[config.mk]
export PLATFORM = sky130hd
export DESIGN_NAME = chunked_byte_pattern_search
export DESIGN_NICKNAME = d
export VERILOG_FILES = /design/src/rtl/core/cbps_pkg.sv /design/src/rtl/core/cbps_cell.sv /design/src/rtl/core/cbps_row.sv /design/src/rtl/core/chunked_byte_pattern_search.sv
export SDC_FILE = /design/constraint.sdc
export NUM_CORES = 2
export LEC_CHECK = 0
export ABC_AREA = 1
export BUFFER_PORTS_ARGS = -buffer_cell sky130_fd_sc_hd__buf_2
export CORE_AREA = 2 2 487 344
export DETAILED_ROUTE_END_ITERATION = 6
export DIE_AREA = 0 0 489 346
export PLACE_DENSITY_LB_ADDON = 0.3
export RECOVER_POWER = 50
export SYNTH_ARGS = -nofsm -noshare
export SYNTH_HDL_FRONTEND = slang
export SYNTH_SLANG_ARGS = --single-unit
[constraint.sdc]
create_clock -name clk -period 26.8 [get_ports clk]
set_input_delay 5.36 -clock clk [delete_from_list [all_inputs] [get_ports clk]]
set_output_delay 5.36 -clock clk [all_outputs]
set_load 0.02 [all_outputs]
[src/rtl/core/cbps_pkg.sv]
// Shared types and constants for the chunked byte pattern search.
// Used by cbps_cell, cbps_row and chunked_byte_pattern_search; no dependencies.
package cbps_pkg;

  localparam int MaxPattern = 64;
  localparam int LenW       = $clog2(MaxPattern + 1);
  localparam int ChunkW     = 32;
  localparam int OffW       = 63;
  localparam int CfgW       = 63;

  localparam logic [OffW-1:0] OffMax = '1;

  typedef enum logic [1:0] {
    CMD_CLEAR    = 2'd0,
    CMD_APPEND   = 2'd1,
    CMD_HAYSTACK = 2'd2
  } cmd_t;

  typedef enum logic [1:0] {
    ST_MATCH   = 2'd0,
    ST_NOMATCH = 2'd1,
    ST_BAD     = 2'd2
  } status_t;

  typedef enum logic {
    REG_CHUNK_SIZE   = 1'b0,
    REG_START_OFFSET = 1'b1
  } reg_index_t;

  typedef struct packed {
    logic win_shift;
    logic pat_shift;
    logic pat_clear;
  } cell_ctrl_t;

endpackage

[src/rtl/core/cbps_cell.sv]
// One compare cell: one window byte and one pattern byte, both shifting to the neighbor.
// Depends on cbps_pkg.
module cbps_cell (
  input  logic                clk,
  input  logic                rst,
  input  cbps_pkg::cell_ctrl_t ctrl,
  input  logic [7:0]          win_in,
  input  logic [7:0]          pat_in,
  input  logic                pvalid_in,
  output logic [7:0]          win_out,
  output logic [7:0]          pat_out,
  output logic                pvalid_out,
  output logic                hit
);

  logic [7:0] win;
  logic [7:0] pat;
  logic       pvalid;

  always_ff @(posedge clk) begin
    if (ctrl.win_shift) begin
      win <= win_in;
    end
    if (ctrl.pat_shift) begin
      pat <= pat_in;
    end
  end

  always_ff @(posedge clk) begin
    if (rst) begin
      pvalid <= 1'b0;
    end else if (ctrl.pat_clear) begin
      pvalid <= 1'b0;
    end else if (ctrl.pat_shift) begin
      pvalid <= pvalid_in;
    end
  end

  // compare against the byte entering this slot
  assign hit        = !pvalid || (win_in == pat);
  assign win_out    = win;
  assign pat_out    = pat;
  assign pvalid_out = pvalid;

endmodule

[src/rtl/core/cbps_row.sv]
// Row of compare cells: window and reversed pattern shift through it, all cells compare at once.
// Depends on cbps_pkg and cbps_cell.
module cbps_row (
  input  logic                 clk,
  input  logic                 rst,
  input  cbps_pkg::cell_ctrl_t ctrl,
  input  logic [7:0]           data_byte,
  output logic                 match_all
);

  logic [7:0] win_q    [cbps_pkg::MaxPattern];
  logic [7:0] pat_q    [cbps_pkg::MaxPattern];
  logic       pvalid_q [cbps_pkg::MaxPattern];
  logic [cbps_pkg::MaxPattern-1:0] hits;

  for (genvar i = 0; i < cbps_pkg::MaxPattern; i++) begin : g_cell
    logic [7:0] win_in;
    logic [7:0] pat_in;
    logic       pvalid_in;

    if (i == 0) begin : g_head
      assign win_in    = data_byte;
      assign pat_in    = data_byte;
      assign pvalid_in = 1'b1;
    end else begin : g_body
      assign win_in    = win_q[i-1];
      assign pat_in    = pat_q[i-1];
      assign pvalid_in = pvalid_q[i-1];
    end

    cbps_cell u_cell (
      .clk        (clk),
      .rst        (rst),
      .ctrl       (ctrl),
      .win_in     (win_in),
      .pat_in     (pat_in),
      .pvalid_in  (pvalid_in),
      .win_out    (win_q[i]),
      .pat_out    (pat_q[i]),
      .pvalid_out (pvalid_q[i]),
      .hit        (hits[i])
    );
  end

  assign match_all = &hits;

endmodule

[src/rtl/core/chunked_byte_pattern_search.sv]
// Top level of the chunked byte pattern search: sequencing, offsets and result stages.
// Depends on cbps_pkg and cbps_row.
//
// Accepts one request per clock: pattern bytes (after a clear) shift into a row of 64
// compare cells, and each haystack byte is checked against the whole pattern in the cycle
// it is accepted. Chunk position, byte count and end-of-search state update in that same
// cycle, so requests follow back to back. A result goes from its request to the decision
// register, then through the offset add with saturation into the output register; the
// request side only stalls while both result registers hold results not yet taken.
module chunked_byte_pattern_search (
  input  logic                          clk,
  input  logic                          rst,
  input  logic                          cfg_write,
  input  logic [0:0]                    cfg_index,
  input  logic [cbps_pkg::CfgW-1:0]     cfg_data,
  input  logic                          item_valid,
  output logic                          item_ready,
  input  logic [1:0]                    command,
  input  logic [7:0]                    data_byte,
  input  logic                          last_byte,
  output logic                          result_valid,
  input  logic                          result_ready,
  output logic [1:0]                    status,
  output logic [cbps_pkg::OffW-1:0]     match_offset
);

  logic [cbps_pkg::ChunkW-1:0] chunk_size;
  logic [cbps_pkg::OffW-1:0]   start_offset;

  logic [cbps_pkg::LenW-1:0]   len, len_next;
  logic [cbps_pkg::ChunkW-1:0] pos, pos_next;
  logic [cbps_pkg::OffW-1:0]   bc, bc_next;
  logic                        done, done_next;

  cbps_pkg::cell_ctrl_t        ctrl;
  logic                        match_all;

  logic                        accept;
  logic                        bad;
  logic [cbps_pkg::ChunkW:0]   posn;
  logic                        hit;
  logic [63:0]                 base;
  logic                        restart;
  logic                        emit;
  cbps_pkg::status_t           emit_status;
  logic [63:0]                 emit_base;

  logic                        s1_valid;
  cbps_pkg::status_t           s1_status;
  logic [63:0]                 s1_base;
  logic                        out_free;
  logic                        s1_move;
  logic [63:0]                 sum;
  cbps_pkg::status_t           out_status;

  cbps_row u_row (
    .clk       (clk),
    .rst       (rst),
    .ctrl      (ctrl),
    .data_byte (data_byte),
    .match_all (match_all)
  );

  always_ff @(posedge clk) begin
    if (rst) begin
      chunk_size   <= cbps_pkg::ChunkW'(4096);
      start_offset <= '0;
    end else if (cfg_write) begin
      case (cbps_pkg::reg_index_t'(cfg_index))
        cbps_pkg::REG_CHUNK_SIZE:   chunk_size   <= cfg_data[cbps_pkg::ChunkW-1:0];
        cbps_pkg::REG_START_OFFSET: start_offset <= cfg_data[cbps_pkg::OffW-1:0];
        default: ;
      endcase
    end
  end

  assign out_free   = !result_valid || result_ready;
  assign s1_move    = s1_valid && out_free;
  assign item_ready = !s1_valid || out_free;
  assign accept     = item_valid && item_ready;

  assign bad  = (len == '0) || (cbps_pkg::ChunkW'(len) > chunk_size);
  assign posn = {1'b0, pos} + (cbps_pkg::ChunkW+1)'(1);
  assign hit  = ((cbps_pkg::ChunkW+1)'(len) <= posn) && match_all;
  assign base = {1'b0, bc} + 64'd1 - 64'(len);

  always_comb begin
    ctrl        = '0;
    len_next    = len;
    pos_next    = pos;
    bc_next     = bc;
    done_next   = done;
    restart     = 1'b0;
    emit        = 1'b0;
    emit_status = cbps_pkg::ST_MATCH;
    emit_base   = '0;
    if (accept) begin
      case (cbps_pkg::cmd_t'(command))
        cbps_pkg::CMD_CLEAR: begin
          ctrl.pat_clear = 1'b1;
          len_next       = '0;
          restart        = 1'b1;
        end
        cbps_pkg::CMD_APPEND: begin
          if (len < cbps_pkg::LenW'(cbps_pkg::MaxPattern)) begin
            ctrl.pat_shift = 1'b1;
            len_next       = len + 1'b1;
          end
        end
        cbps_pkg::CMD_HAYSTACK: begin
          if (done) begin
            restart = last_byte;
          end else if (bad) begin
            emit        = 1'b1;
            emit_status = cbps_pkg::ST_BAD;
            if (last_byte) restart = 1'b1;
            else           done_next = 1'b1;
          end else begin
            ctrl.win_shift = 1'b1;
            if (hit) begin
              emit        = 1'b1;
              emit_status = cbps_pkg::ST_MATCH;
              emit_base   = base;
              if (last_byte) restart = 1'b1;
              else           done_next = 1'b1;
            end else begin
              if (bc != cbps_pkg::OffMax) bc_next = bc + 1'b1;
              if (posn >= {1'b0, chunk_size}) pos_next = '0;
              else                            pos_next = posn[cbps_pkg::ChunkW-1:0];
              if (last_byte) begin
                emit        = 1'b1;
                emit_status = cbps_pkg::ST_NOMATCH;
                restart     = 1'b1;
              end
            end
          end
        end
        default: ;
      endcase
    end
    if (restart) begin
      pos_next  = '0;
      bc_next   = '0;
      done_next = 1'b0;
    end
  end

  always_ff @(posedge clk) begin
    if (rst) begin
      len  <= '0;
      pos  <= '0;
      bc   <= '0;
      done <= 1'b0;
    end else begin
      len  <= len_next;
      pos  <= pos_next;
      bc   <= bc_next;
      done <= done_next;
    end
  end

  // decision register
  always_ff @(posedge clk) begin
    if (rst) begin
      s1_valid <= 1'b0;
    end else if (emit) begin
      s1_valid <= 1'b1;
    end else if (s1_move) begin
      s1_valid <= 1'b0;
    end
  end

  always_ff @(posedge clk) begin
    if (emit) begin
      s1_status <= emit_status;
      s1_base   <= emit_base;
    end
  end

  // offset add with saturation
  assign sum = {1'b0, start_offset} + s1_base;

  always_ff @(posedge clk) begin
    if (rst) begin
      result_valid <= 1'b0;
    end else if (s1_move) begin
      result_valid <= 1'b1;
    end else if (result_ready) begin
      result_valid <= 1'b0;
    end
  end

  always_ff @(posedge clk) begin
    if (s1_move) begin
      out_status <= s1_status;
      if (s1_status != cbps_pkg::ST_MATCH) match_offset <= '0;
      else if (sum[63])                    match_offset <= cbps_pkg::OffMax;
      else                                 match_offset <= sum[cbps_pkg::OffW-1:0];
    end
  end

  assign status = out_status;

`ifndef SYNTHESIS
  a_offset_zero: assert property (@(posedge clk) disable iff (rst)
    result_valid && (out_status != cbps_pkg::ST_MATCH) |-> match_offset == '0)
    else $error("nonzero offset on a non-match result");

  a_ready_stall: assert property (@(posedge clk) disable iff (rst)
    !item_ready |-> s1_valid && result_valid)
    else $error("request side stalled with a free result stage");

  a_s1_hold: assert property (@(posedge clk) disable iff (rst)
    s1_valid && !out_free |=> s1_valid && $stable(s1_status) && $stable(s1_base))
    else $error("decision register lost a pending result");

  a_bad_pattern: assert property (@(posedge clk) disable iff (rst)
    accept && (command == cbps_pkg::CMD_HAYSTACK) && !done && (len == '0)
    |=> s1_valid && (s1_status == cbps_pkg::ST_BAD))
    else $error("empty pattern did not report an error");
`endif

endmodule

## Word level (Yosys, flattened, before mapping)

Cells that the tools add are included.

- Bits of input ports: 80
- Register bits: 1411

- $add $sub $neg: 6
- Reductions and logical operators: 154
- Bitwise operators: 6
- Multiplexer cells: 31
- Order comparisons: 4
- Equality and inequality tests: 68

Operator list:

| cell | count |
|---|---|
| $eq 8x8->1 | 64 |
| $logic_or 1x1->1 | 67 |
| $logic_not 1->1 | 66 |
| $add 63x1->64 const B | 1 |
| $add 63x64->64 | 1 |
| $reduce_and 64->1 | 1 |
| $sub 64x7->64 | 1 |
| $add 63x1->63 const B | 1 |
| $mux 63 | 1 |
| $ne 63x63->1 const B | 1 |
| $add 32x1->33 const B | 1 |
| $ge 33x32->1 | 1 |
| $le 7x33->1 | 1 |
| $gt 7x32->1 | 1 |
| $mux 32 | 1 |
| $mux 1 | 24 |
| $pmux 7 s2 | 1 |
| $reduce_or 5->1 | 2 |
| $reduce_bool 2->1 | 4 |
| $add 7x1->7 const B | 1 |
| $logic_not 7->1 | 1 |
| $lt 7x7->1 const B | 1 |
| $mux 7 | 1 |
| $not 1->1 | 6 |
| other kinds (14) | 19 |

## Logic depth before layout (Yosys ltp)

- Depth in word-level cells: 10
- Gate-level depth with buffers: 23

## Cells and area by module

A second synthesis with hierarchy kept.

- Cell total of the unflattened synthesis: 7022
- Area, all modules: 67822.5 um^2

Modules (own cells, without submodules):

| module | instances | cells an instance | area an instance (um^2) |
|---|---|---|---|
| cbps_cell | 64 | 51 | 655.6 |
| chunked_byte_pattern_search | 1 | 3694 | 25622.1 |
| cbps_row | 1 | 64 | 240.2 |

## Worst setup path before layout

OpenSTA, ideal clock, no wires.

- Path kind: input to register
- From: input port result_ready
- To: register u_row.g_cell[1].u_cell.pvalid
- Cell stages on the path: 9
- Data arrival time: 20.955 ns
- Path buffers: 2
- Setup slack: 5.159 ns
- Data required time: 26.115 ns
- Setup time: 0.685 ns
- Cells stage by stage: inv_1 -> nand3_1 -> nand2_1 -> a21oi_1 -> inv_1 -> nor3_1 -> clkbuf_1 -> clkbuf_1 -> a21oi_1

RTL lines:

| item | line | RTL |
|---|---|---|
| start: declaration | chunked_byte_pattern_search.sv:22 | `input logic result_ready,` |
| end signal: assignment | cbps_cell.sv:35 | `pvalid <= pvalid_in;` |
| end: declaration | cbps_cell.sv:18 | `logic pvalid;` |

## Worst setup path in the final report

- From: input port result_ready
- To: register u_row.g_cell[15].u_cell.pat[5] (enable)

- Word-level cells in the longest chain between the ends: 4

Ends and longest elaborated chain:

| item | line | RTL |
|---|---|---|
| $logic_or 1x1->1 | chunked_byte_pattern_search.sv:77 | `assign out_free = !result_valid \|\| result_ready;` |
| $logic_or 1x1->1 | chunked_byte_pattern_search.sv:79 | `assign item_ready = !s1_valid \|\| out_free;` |
| $logic_and 1x1->1 | chunked_byte_pattern_search.sv:80 | `assign accept = item_valid && item_ready;` |
| $mux 3 | chunked_byte_pattern_search.sv:97 | `if (accept) begin` |
| end signal: assignment | cbps_cell.sv:25 | `pat <= pat_in;` |
| end: declaration | cbps_cell.sv:17 | `logic [7:0] pat;` |

No other way between the ends.
A chain may end at the register's enable or synchronous reset.

==> results by group <==
Status
  • Outcome: finished with violations
  • Failing checks: capacitance limit, slew limit

CTS
  • Clock Pin Slew Worst Setup and Hold Paths: ~60 ps
  • CTS max path bufs: 3
  • CTS resizes: 0
  • Max H-tree Level: 4
  • Root buf cell: clkbuf_16
  • Skew-Pair Late Insertion Delay: 820 ps
  • Post-CTS setup buffers: 0
  • TritonCTS Sinks: 1411
  • CTS tree: built
  • CTS Buf Count: 141
  • CTS Hold Bufs: 0

Placement
  • DP Area: about 0.069 mm2
  • Placed Cells: 8550
  • DP HPWL: around 120000 um
  • Final GP Congestion: 1.01
  • Port-buffer cells: between 100 and 150

Synthesis
  • Count of unique library cells instantiated by Yosys: 47
  • Sequential fraction of the synthesis area: 0.608
  • Synth warn: 0
  • Yosys reg bits: between 1000 and 1500
  • Top FF cell, synth: edfxtp_1
  • Syn Std Cell Area: 0.0654 mm2
  • EDFF count, synth: 1147
  • Synth Area per Inst: about 10 um2
  • Asr flop ratio synth: 0
  • Syn Nets: 6580
  • Syn Inst Count: 6264

Global route
  • Largest net degree at the start of global routing: 157
  • GRT Util Overall: 0.198
  • First-pass GRT wire length: 256000 um
  • Vias in the first global route: 42300
  • GRT overflow: 0
  • Initial antenna violation count: 25

Timing
  • Setup violations, final: 0
  • Final Slew Violations: 336
  • Setup TNS: 0 ps
  • Skew final: slightly below 60 ps
  • Unrepaired setup endpoints after global routing: no
  • Max Clk Rate: 84.8 MHz
  • Count of final hold-check violations: 0
  • Rel. slew slack: -1.58
  • Post-route minimum period: 11790 ps
  • Worst-Margin Slew: 3870 ps
  • Hold_ws: 441 ps
  • Period Utilization, post-route: 0.440

Drt
  • DRT Pass-1 Iters: 5
  • # DRC: 0
  • Total number of vias: 44500
  • Routed WL per cell: 19.1 um
  • Detailed Route Iter0 Violations: 4661
  • Vias/cell: 5.05
  • Post-DRT Antenna Nets: 0
  • WL final: 169000 um

Finish
  • Final non-filler cell total: 8814
  • Layout cells sized above 1: 0.0665
  • Final #Nets: 6787
  • Most frequent cells in the layout: 1218 x nand2_1, 1147 x edfxtp_1, 800 x nor2_1
  • Layout fillers: 15500
  • Area Growth Syn to Fin: 11.9%
  • Post-route cell area: 0.0732 mm2
  • Commonest non-fill, non-tap cell in the layout: nand2_1

Worst setup path
  • CP cell instances: buf_2 -> inv_1 -> nand3_1 -> nand2_1 -> a21oi_1 -> inv_1 -> nor3_1 -> clkbuf_1 -> buf_4 -> buf_4 -> buf_4 -> buf_4
  • Setup CP Type: input port to register
  • CP arrival: 12200 ps
  • CP dominant cell by count: buf_4
  • Crit path required time: 27210 ps
  • Slowest cell on crit path: clkbuf_1
  • Worst stage delay on the critical path: 2010 ps
  • CP endpoint kind: register
  • Worst setup SP type: input port
  • Crit-path max FO: slightly below 80

Pwr
  • Static leakage: between 0.02 and 0.03 uW
  • Total power: approximately 4600 uW
  • PwrDens: approximately 63 mW/mm2
  • Largest vdd supply drop: 0.0695 mV

Floorplan
  • Core ar.: 0.165 mm2
  • Die area: 0.169 mm2
  • Die X: 489 um
  • Std-Cell Rows: approximately 130
  • Die Y: about 350 um
  • # IOs: 147
  • Initial Util: 0.397

Job
  • Max Cap Viol: 5

Min path
  • Hold Crit Class: register to register
==> power by group <==
group / leakage [uW] / internal [uW] / total [uW] / switching, uW
combinational: 0.0129 / 78.9 / 262 / 183
sequential: 0.0122 / 2400 / 2430 / 28.4
clock: 0.00221 / 1080 / 1960 / 880
total: 0.0273 / 3560 / 4650 / 1090
==> worst paths after layout <==
| check | from | to | slack [ps] | cells past startpoint |
|---|---|---|---|---|
| min | u_row.g_cell[26].u_cell.pat_out[2] | u_row.g_cell[27].u_cell.pat_out[2] | 440 | 0 |
| min reg2reg | u_row.g_cell[26].u_cell.pat_out[2] | u_row.g_cell[27].u_cell.pat_out[2] | 440 | 0 |
| max | result_ready | u_row.g_cell[15].u_cell.pat_out[5] | 15010 | 12 |
| max reg2reg | result_valid | u_row.g_cell[15].u_cell.pat_out[5] | 19320 | 10 |
==> cells in the mapped netlist (63+ instances only) <==
cell	n	area share
ha_1	234	0.045
clkbuf_1	82	0.0047
nand2_1	1219	0.070
nand4_1	123	0.012
xor2_1	107	0.014
nor3_1	63	0.0048
edfxtp_1	1147	0.53
nor2_1	802	0.046
a21oi_1	383	0.029
dfxtp_1	264	0.081
xnor2_1	491	0.066
o21ai_0	296	0.023
inv_1	606	0.035
nand3_1	156	0.012
==> routing by layer <==
layer / wire length [um] / track usage
met1: 86500 / 0.321
met2: 65000 / 0.258
met3: 13900 / 0.0458
met4: 3360 / 0.0476
met5: 0 / 0
==> critical path: cells and delay by family <==
family	cells	cell delay, ps
buffers and inverters	8	5650
and+or+nand+nor	3	800
AOI/OAI and AO/OA	1	160
==> stage by stage <==
step / utilization / setup WS, ps
finish: 0.444 / 15010
global route: 0.444 / 14390
CTS: 0.445 / 15560
detailed placement: 0.417 / 15560
global placement: 0.417 / 15550
floorplan: - / 5160
==> logic make-up after synthesis <==
group	count (synthesis)	synth area share
compound gates	808	0.0662
xor+xnor	599	0.0804
fa+ha+maj	236	0.0454
buf+inv	726	0.0432
flops	1411	0.608
simple gates	2484	0.157
==> final cells by class <==
class	count	area (um2)	share of cell area
Inverter	612	2300	0.0314
Antenna cell	8	20.0	0.000274
Sequential cell	1411	39700	0.543
Clock inverter	79	863	0.0118
Multi-Input combinational cell	4127	22900	0.312
Clock buffer	177	3700	0.0506
Tap cell	2222	2780	0.0380
Timing Repair Buffer	178	927	0.0127
==> flip-flops by register name, summed over array words and instances, names as in the netlist, 2 cells and up <==
name / cells
pos: 32
chunk_size: 32
s1_status: 2
start_offset: 63
u_row.g_cell.u_cell.pat_out: 512
u_row.g_cell.u_cell.pvalid_out: 64
bc: 63
status: 2
len: 7
u_row.g_cell.u_cell.win_out: 504
match_offset: 63
s1_base: 64
Note: power is estimated with default switching activity, not from simulation.
